--- config.mk ---
export PLATFORM = sky130hd
export DESIGN_NAME = abs_ctrl
export DESIGN_NICKNAME = d
export VERILOG_FILES = /design/src/rtl/abs_pkg.sv /design/src/rtl/abs_ctrl.sv
export VERILOG_INCLUDE_DIRS = /design/src /design/src/rtl
export SDC_FILE = /design/constraint.sdc
export NUM_CORES = 1
export LEC_CHECK = 0
export ABC_AREA = 0
export BUFFER_PORTS_ARGS = -buffer_cell sky130_fd_sc_hd__buf_2
export CORE_AREA = 8 8 228 230
export CTS_BUF_LIST = sky130_fd_sc_hd__clkbuf_8
export DETAILED_ROUTE_END_ITERATION = 7
export DIE_AREA = 0 0 236 238
export GPL_TIMING_DRIVEN = 0
export HOLD_SLACK_MARGIN = 0.08
export MAX_ROUTING_LAYER = met4
export PLACE_DENSITY = 0.62
export SYNTH_ARGS = -nofsm -noshare
export SYNTH_HDL_FRONTEND = slang
export SYNTH_SLANG_ARGS = --single-unit
--- constraint.sdc ---
create_clock -name clk -period 35 [get_ports clk]
set_clock_uncertainty 0.1 [all_clocks]
set_input_delay 5.25 -clock clk [delete_from_list [all_inputs] [get_ports clk]]
set_output_delay 5.25 -clock clk [all_outputs]
set_load 0.02 [all_outputs]
--- src/rtl/alternating_bit_sender_top_defines.svh ---
// Assertion macros shared by the alternating-bit sender RTL.
// Each macro expects signals named clk and rst_n in the enclosing module.
`ifndef ALTERNATING_BIT_SENDER_TOP_DEFINES_SVH
`define ALTERNATING_BIT_SENDER_TOP_DEFINES_SVH

// A condition that must hold at every clock edge outside reset.
`define ABS_ASSERT(label, expr, msg) \
    label: assert property (@(posedge clk) disable iff (!rst_n) (expr)) else $error(msg);

// A consequence that must hold in the same cycle as its trigger.
`define ABS_ASSERT_IMPL(label, ante, cons, msg) \
    label: assert property (@(posedge clk) disable iff (!rst_n) (ante) |-> (cons)) \
        else $error(msg);

// A consequence that must hold in the cycle after its trigger.
`define ABS_ASSERT_NEXT(label, ante, cons, msg) \
    label: assert property (@(posedge clk) disable iff (!rst_n) (ante) |=> (cons)) \
        else $error(msg);

`endif

--- src/rtl/abs_pkg.sv ---
// Shared types, codes and the packet checksum for the alternating-bit sender.
// No dependencies; imported by every RTL module of the block.
`default_nettype none

package abs_pkg;

    // Payload geometry.
    localparam int PAYLOAD_BYTES = 20;
    localparam int PAYLOAD_W     = 8 * PAYLOAD_BYTES;
    localparam int GROUP_BYTES   = 4;
    localparam int GROUPS        = PAYLOAD_BYTES / GROUP_BYTES;
    localparam int CSUM_W        = 13;

    // Event kinds carried with each request.
    localparam logic [1:0] FUNC_MSG   = 2'd0;
    localparam logic [1:0] FUNC_ACK   = 2'd1;
    localparam logic [1:0] FUNC_TIMER = 2'd2;

    // Timer actions reported with each result.
    localparam logic [1:0] TIMER_NONE  = 2'd0;
    localparam logic [1:0] TIMER_START = 2'd1;
    localparam logic [1:0] TIMER_STOP  = 2'd2;

    // Twenty payload bytes, byte 0 in the lowest bits.
    typedef struct packed {
        logic [31:0] high;
        logic [63:0] mid;
        logic [63:0] low;
    } payload_t;

    // Queue control from the protocol logic.
    typedef struct packed {
        logic push;
        logic pop;
    } q_cmd_t;

    // Queue status towards the protocol logic.
    typedef struct packed {
        logic full;
        logic empty;
    } q_stat_t;

    // One result item.
    typedef struct packed {
        logic                     drop_flag;
        logic [1:0]               timer_cmd;
        payload_t                 payload;
        logic signed [CSUM_W-1:0] checksum;
        logic                     seq;
        logic                     send_valid;
    } res_t;

    // Sum of the payload bytes as signed values plus twice the sequence bit.
    // The bytes are added in groups of four, then the group sums together.
    function automatic logic signed [CSUM_W-1:0] abs_csum(input payload_t p, input logic seq);
        logic [PAYLOAD_W-1:0]     flat;
        logic [7:0]               b;
        logic signed [CSUM_W-1:0] grp;
        logic signed [CSUM_W-1:0] total;
        flat  = p;
        total = {{(CSUM_W-2){1'b0}}, seq, 1'b0};
        for (int g = 0; g < GROUPS; g++)
        begin
            grp = '0;
            for (int k = 0; k < GROUP_BYTES; k++)
            begin
                b   = flat[8*(GROUP_BYTES*g+k) +: 8];
                grp = grp + {{(CSUM_W-8){b[7]}}, b};
            end
            total = total + grp;
        end
        return total;
    endfunction

endpackage

`default_nettype wire

--- src/rtl/abs_ctrl.sv ---
// Protocol logic of the alternating-bit sender: sequence bit, outstanding
// packet, ack checking and the result of each event. Depends on abs_pkg.
`default_nettype none
`include "alternating_bit_sender_top_defines.svh"

module abs_ctrl
    import abs_pkg::*;
(
    input  wire logic        clk,
    input  wire logic        rst_n,
    input  wire logic        fire,
    input  wire logic [1:0]  func,
    input  wire payload_t    payload,
    input  wire logic [31:0] ack_seqnum,
    input  wire logic [31:0] ack_number,
    input  wire logic [31:0] ack_checksum,
    input  wire q_stat_t     q_stat,
    input  wire payload_t    q_head,
    output q_cmd_t           q_cmd,
    output res_t             res
);

    logic                     seq_reg;
    logic                     seq_next;
    logic                     awaiting_reg;
    logic                     awaiting_next;
    payload_t                 held_reg;
    payload_t                 held_next;
    logic signed [CSUM_W-1:0] held_sum_reg;
    logic signed [CSUM_W-1:0] held_sum_next;
    logic                     ack_ok;
    logic                     new_send;
    payload_t                 new_pay;
    logic signed [CSUM_W-1:0] new_sum;

    // An ack counts when its checksum is right, it names the outstanding bit
    // and a packet is actually outstanding.
    assign ack_ok = (ack_checksum == (ack_seqnum + ack_number))
                    && (ack_number == {31'd0, seq_reg}) && awaiting_reg;

    // Event decode and result.
    always_comb
    begin
        seq_next      = seq_reg;
        awaiting_next = awaiting_reg;
        q_cmd         = '0;
        res           = '0;
        new_send      = 1'b0;
        new_pay       = payload;
        if (fire)
        begin
            unique case (func)
                FUNC_MSG:
                begin
                    if (q_stat.full)
                    begin
                        res.drop_flag = 1'b1;
                    end
                    else
                    begin
                        q_cmd.push = 1'b1;
                        // Nothing outstanding means the queue is empty, so the
                        // new message is the head and leaves at once.
                        if (!awaiting_reg)
                        begin
                            q_cmd.pop     = 1'b1;
                            new_send      = 1'b1;
                            awaiting_next = 1'b1;
                        end
                    end
                end
                FUNC_ACK:
                begin
                    if (ack_ok)
                    begin
                        seq_next      = ~seq_reg;
                        awaiting_next = 1'b0;
                        if (!q_stat.empty)
                        begin
                            q_cmd.pop     = 1'b1;
                            new_send      = 1'b1;
                            new_pay       = q_head;
                            awaiting_next = 1'b1;
                        end
                        else
                        begin
                            res.timer_cmd = TIMER_STOP;
                        end
                    end
                end
                FUNC_TIMER:
                begin
                    if (awaiting_reg)
                    begin
                        res.send_valid = 1'b1;
                        res.seq        = seq_reg;
                        res.checksum   = held_sum_reg;
                        res.payload    = held_reg;
                        res.timer_cmd  = TIMER_START;
                    end
                end
                default:
                begin
                    res = '0;
                end
            endcase
        end
        new_sum = abs_csum(new_pay, seq_next);
        if (new_send)
        begin
            res.send_valid = 1'b1;
            res.seq        = seq_next;
            res.checksum   = new_sum;
            res.payload    = new_pay;
            res.timer_cmd  = TIMER_START;
        end
    end

    // The outstanding packet is kept for resends.
    assign held_next     = new_send ? new_pay : held_reg;
    assign held_sum_next = new_send ? new_sum : held_sum_reg;

    always_ff @(posedge clk or negedge rst_n)
    begin
        if (!rst_n)
        begin
            seq_reg      <= 1'b0;
            awaiting_reg <= 1'b0;
        end
        else
        begin
            seq_reg      <= seq_next;
            awaiting_reg <= awaiting_next;
        end
    end

    always_ff @(posedge clk)
    begin
        held_reg     <= held_next;
        held_sum_reg <= held_sum_next;
    end

    `ABS_ASSERT_IMPL(a_idle_empty, !awaiting_reg, q_stat.empty,
        "messages wait with none outstanding")
    `ABS_ASSERT_NEXT(a_send_awaits, res.send_valid, awaiting_reg,
        "packet sent but none outstanding")
    `ABS_ASSERT_IMPL(a_drop_full, res.drop_flag, q_stat.full,
        "message dropped with room in queue")
    `ABS_ASSERT_NEXT(a_ack_toggle, fire && (func == FUNC_ACK) && ack_ok,
        seq_reg != $past(seq_reg), "accepted ack did not toggle the bit")

endmodule

`default_nettype wire

==> reports/qor.yml <==
grt:
  grt_pass1_wl_um: 106800
  grt_max_degree: 100
  grt_pass1_vias: 16130
  grt_overflow: 0
  grt_usage_pct: 26.61
  grt_antenna_before_repair: 9
worst_setup_path:
  worstPathMaxFanout: 10
  cp_common_cell: "fa_1"
  slowest_stage: "fa_1"
  cpPeakStageDelay_ns: 0.64
  endpoint_kind: "primary output"
  arrival_ns: 15.94
  critPathKind: "primary input to primary output"
  start_kind: "primary input"
  required_ns: 29.65
synth:
  ys_seq_elements: 175
  synthFlopType: "edfxtp_1"
  ys_top_cells_by_count: "233 x inv_1, 173 x edfxtp_1, 159 x fa_1"
  synth_top_area_share_pct: 28.26
  yosysSeqAreaShare_pct: 28.53
  avgSynthCellArea_um2: 11.15
  synth-async-reset-ratio_pct: 1.143
  syn-cell-area_mm2: 0.01838
  synth_cell_types: 80
  synth_area_leader_cell: "edfxtp_1"
  synth_warnings: 0
  syn_inst: 1649
  yosysMostFrequentCell: "inv_1"
  synthTopCellsByArea: "edfxtp_1 28%, fa_1 17%, mux2_2 6.8%, mux2i_4 5.1%, mux2_1 5.0%"
  synth_edf_count: 173
  synth_nets: 2287
die:
  die_w_um: 236
  rows: 81
  die_y_um: 238
  coreArea_mm2: 0.04834
  dieArea_mm2: 0.05617
  start_util_pct: 38.02
  io_pins: 603
timing:
  min_period_ns: 21.29
  min_period_over_period_pct: 60.84
  slew_headroom_pct: 45.18
  hold_violations: 0
  setup_tns_ns: 0
  rsz0062_at_grt: "false"
  slew_violations: 0
  worst_slew_pin_slew_ns: 0.8165
  finalSetupViolations: 0
  fmax_ghz: 0.04696
power:
  ir_worst_vdd_uv: 207.0
  sw_frac_of_total_pct: 49.44
  internal_power_mw: 1.352
  p_per_area_mw_per_mm2: 118.3
  seq_power_share_pct: 12.9
  p_leak_nw: 10.89
  pwr-share-comb_pct: 81.6
  netSwitchingPower_mw: 1.322
  p_clk_share_pct: 5.6
layout:
  final_cell_area_mm2: 0.02260
  fin_cells: 2912
  drive_gt1_share_pct: 38.39
  nets: 2908
  area_delta_synth_final_pct: 22.95
  largest_reg_flops: 160
  nFillCells: 4609
drt:
  post-route-drc-count: 0
  dr_wl_met3_um: 5096
  vias: 15037
  drt_iter0_drc: 992
  dr.pass1.iters: 5
  drt-met1-wl_um: 30720
  met2_length_um: 36540
  wl_per_cell_um: 25.51
  highest_layer: "met4"
  ant_nets: 0
  wirelength_um: 74280
  vias_per_cell: 5.164
placement:
  placed_area_mm2: 0.02220
  place.gp.congestion: 0.9505
  port_buffers: 601
  placed_cells_incl_taps: 2873
  hpwl_um: 63160
run:
  maxCapViolations: 0
outcome:
  outcome: "finished, final reports clean"
cts:
  cts.sinks: 175
  numCtsBuffers: 17
  path_clk_slew_ns: 0.08
  cts_hold_buf: 0
  cts-resized-gates: 0
  worstSkewPairLatency_ns: 0.54
  post_cts_buffers: 0
  cts_tree: "built"
  root_buffer: "clkbuf_8"
  h-tree-depth: 4
  cts_max_path_buffers: 2
min_path:
  hp-class: "register to register"
## kinds of logic after synthesis
logic type,share of synthesized area (%)
flip-flops,28.53
AO/OA/AOI/OAI,6.460
adder cells (fa/ha/maj),21.13
XOR/XNOR,2.764
AND/OR/NAND/NOR,11.01
buffers and inverters,7.032
multiplexers,23.08
## cell type report
class / count / area, um2 / share of cell area, %
inverters: 234 / 885.9 / 3.920
repair buffers: 602 / 3035 / 13.43
plain buffers: 79 / 414.1 / 1.832
clock inverters: 14 / 143.9 / 0.6367
flip-flops and latches: 175 / 5245 / 23.21
well taps: 622 / 778.2 / 3.444
multi-input cells: 1161 / 11840 / 52.41
diodes: 8 / 20.02 / 0.08858
clock buffers: 17 / 234.0 / 1.035
## per-layer routing
| metal | track usage (%) | vias up |
|---|---|---|
| met4 | 7.988 | 0 |
| met5 | - | - |
| met3 | 6.253 | 73 |
| li1 | - | 6932 |
| met1 | 32.08 | 7416 |
| met2 | 44.21 | 616 |
## final timing paths
kind | cells after the start | end | start | slack, ns
worst min-delay path | 1 | awaiting_reg | awaiting_reg | 0.64
worst min register to register | 1 | awaiting_reg | awaiting_reg | 0.64
worst max-delay path | 37 | res[14] | ack_number[5] | 13.71
min in group asynchronous | 1 | seq_reg | rst_n | 4.37
worst max register to register | 33 | held_sum_reg[12] | awaiting_reg | 24.83
max in group asynchronous | 1 | awaiting_reg | rst_n | 30.34
## metrics by stage
| step | hold WS [ns] | setup slack (ns) | total power [mW] | utilization (%) |
|---|---|---|---|---|
| 2_1_floorplan | 0.4148 | 15.57 | 1.992 | - |
| 3_3_place_gp | 0.6158 | 13.88 | 2.449 | 45.86 |
| 3_5_place_dp | 0.6090 | 13.70 | 2.537 | 45.93 |
| 4_1_cts | 0.6290 | 13.68 | 2.695 | 46.71 |
| 5_1_grt | 0.6446 | 13.10 | 2.965 | 46.75 |
| 6_report | 0.6426 | 13.71 | 2.674 | 46.75 |
## power by group through the flow
stage	Sequential, mW	Clock, mW	Combinational [mW]
6_report	0.344	0.149	2.18
5_1_grt	0.344	0.160	2.46
4_1_cts	0.344	0.154	2.20
3_5_place_dp	0.349	0	2.19
3_3_place_gp	0.349	0	2.10
2_1_floorplan	0.348	0	1.64
## worst max-delay path: cells and delay by family
| kind | cells | cell delay, ns |
|---|---|---|
| buf+inv | 9 | 1.69 |
| compound gates | 11 | 2.54 |
| mux | 3 | 0.95 |
| xor+xnor | 1 | 0.31 |
| simple gates | 4 | 1.09 |
| fa+ha+maj | 9 | 4.08 |
## placed cells by master, fill, tap and decap left out, types with 11 or more instances in the layout
cell type	n
fa_1	159
and2_1	104
buf_2	638
nor3_1	12
mux2_4	13
edfxtp_1	173
nor4_1	16
mux2_2	111
clkbuf_1	32
mux2_1	81
nand2_1	122
o21ai_0	23
nand4_1	26
inv_1	234
a21oi_1	57
ha_1	56
mux2i_1	69
o21ai_1	11
xor2_1	22
mux2i_4	42
xnor2_1	36
nor2_1	37
mux2i_2	18
clkbuf_8	17
Power figures use the tool's default switching activity.
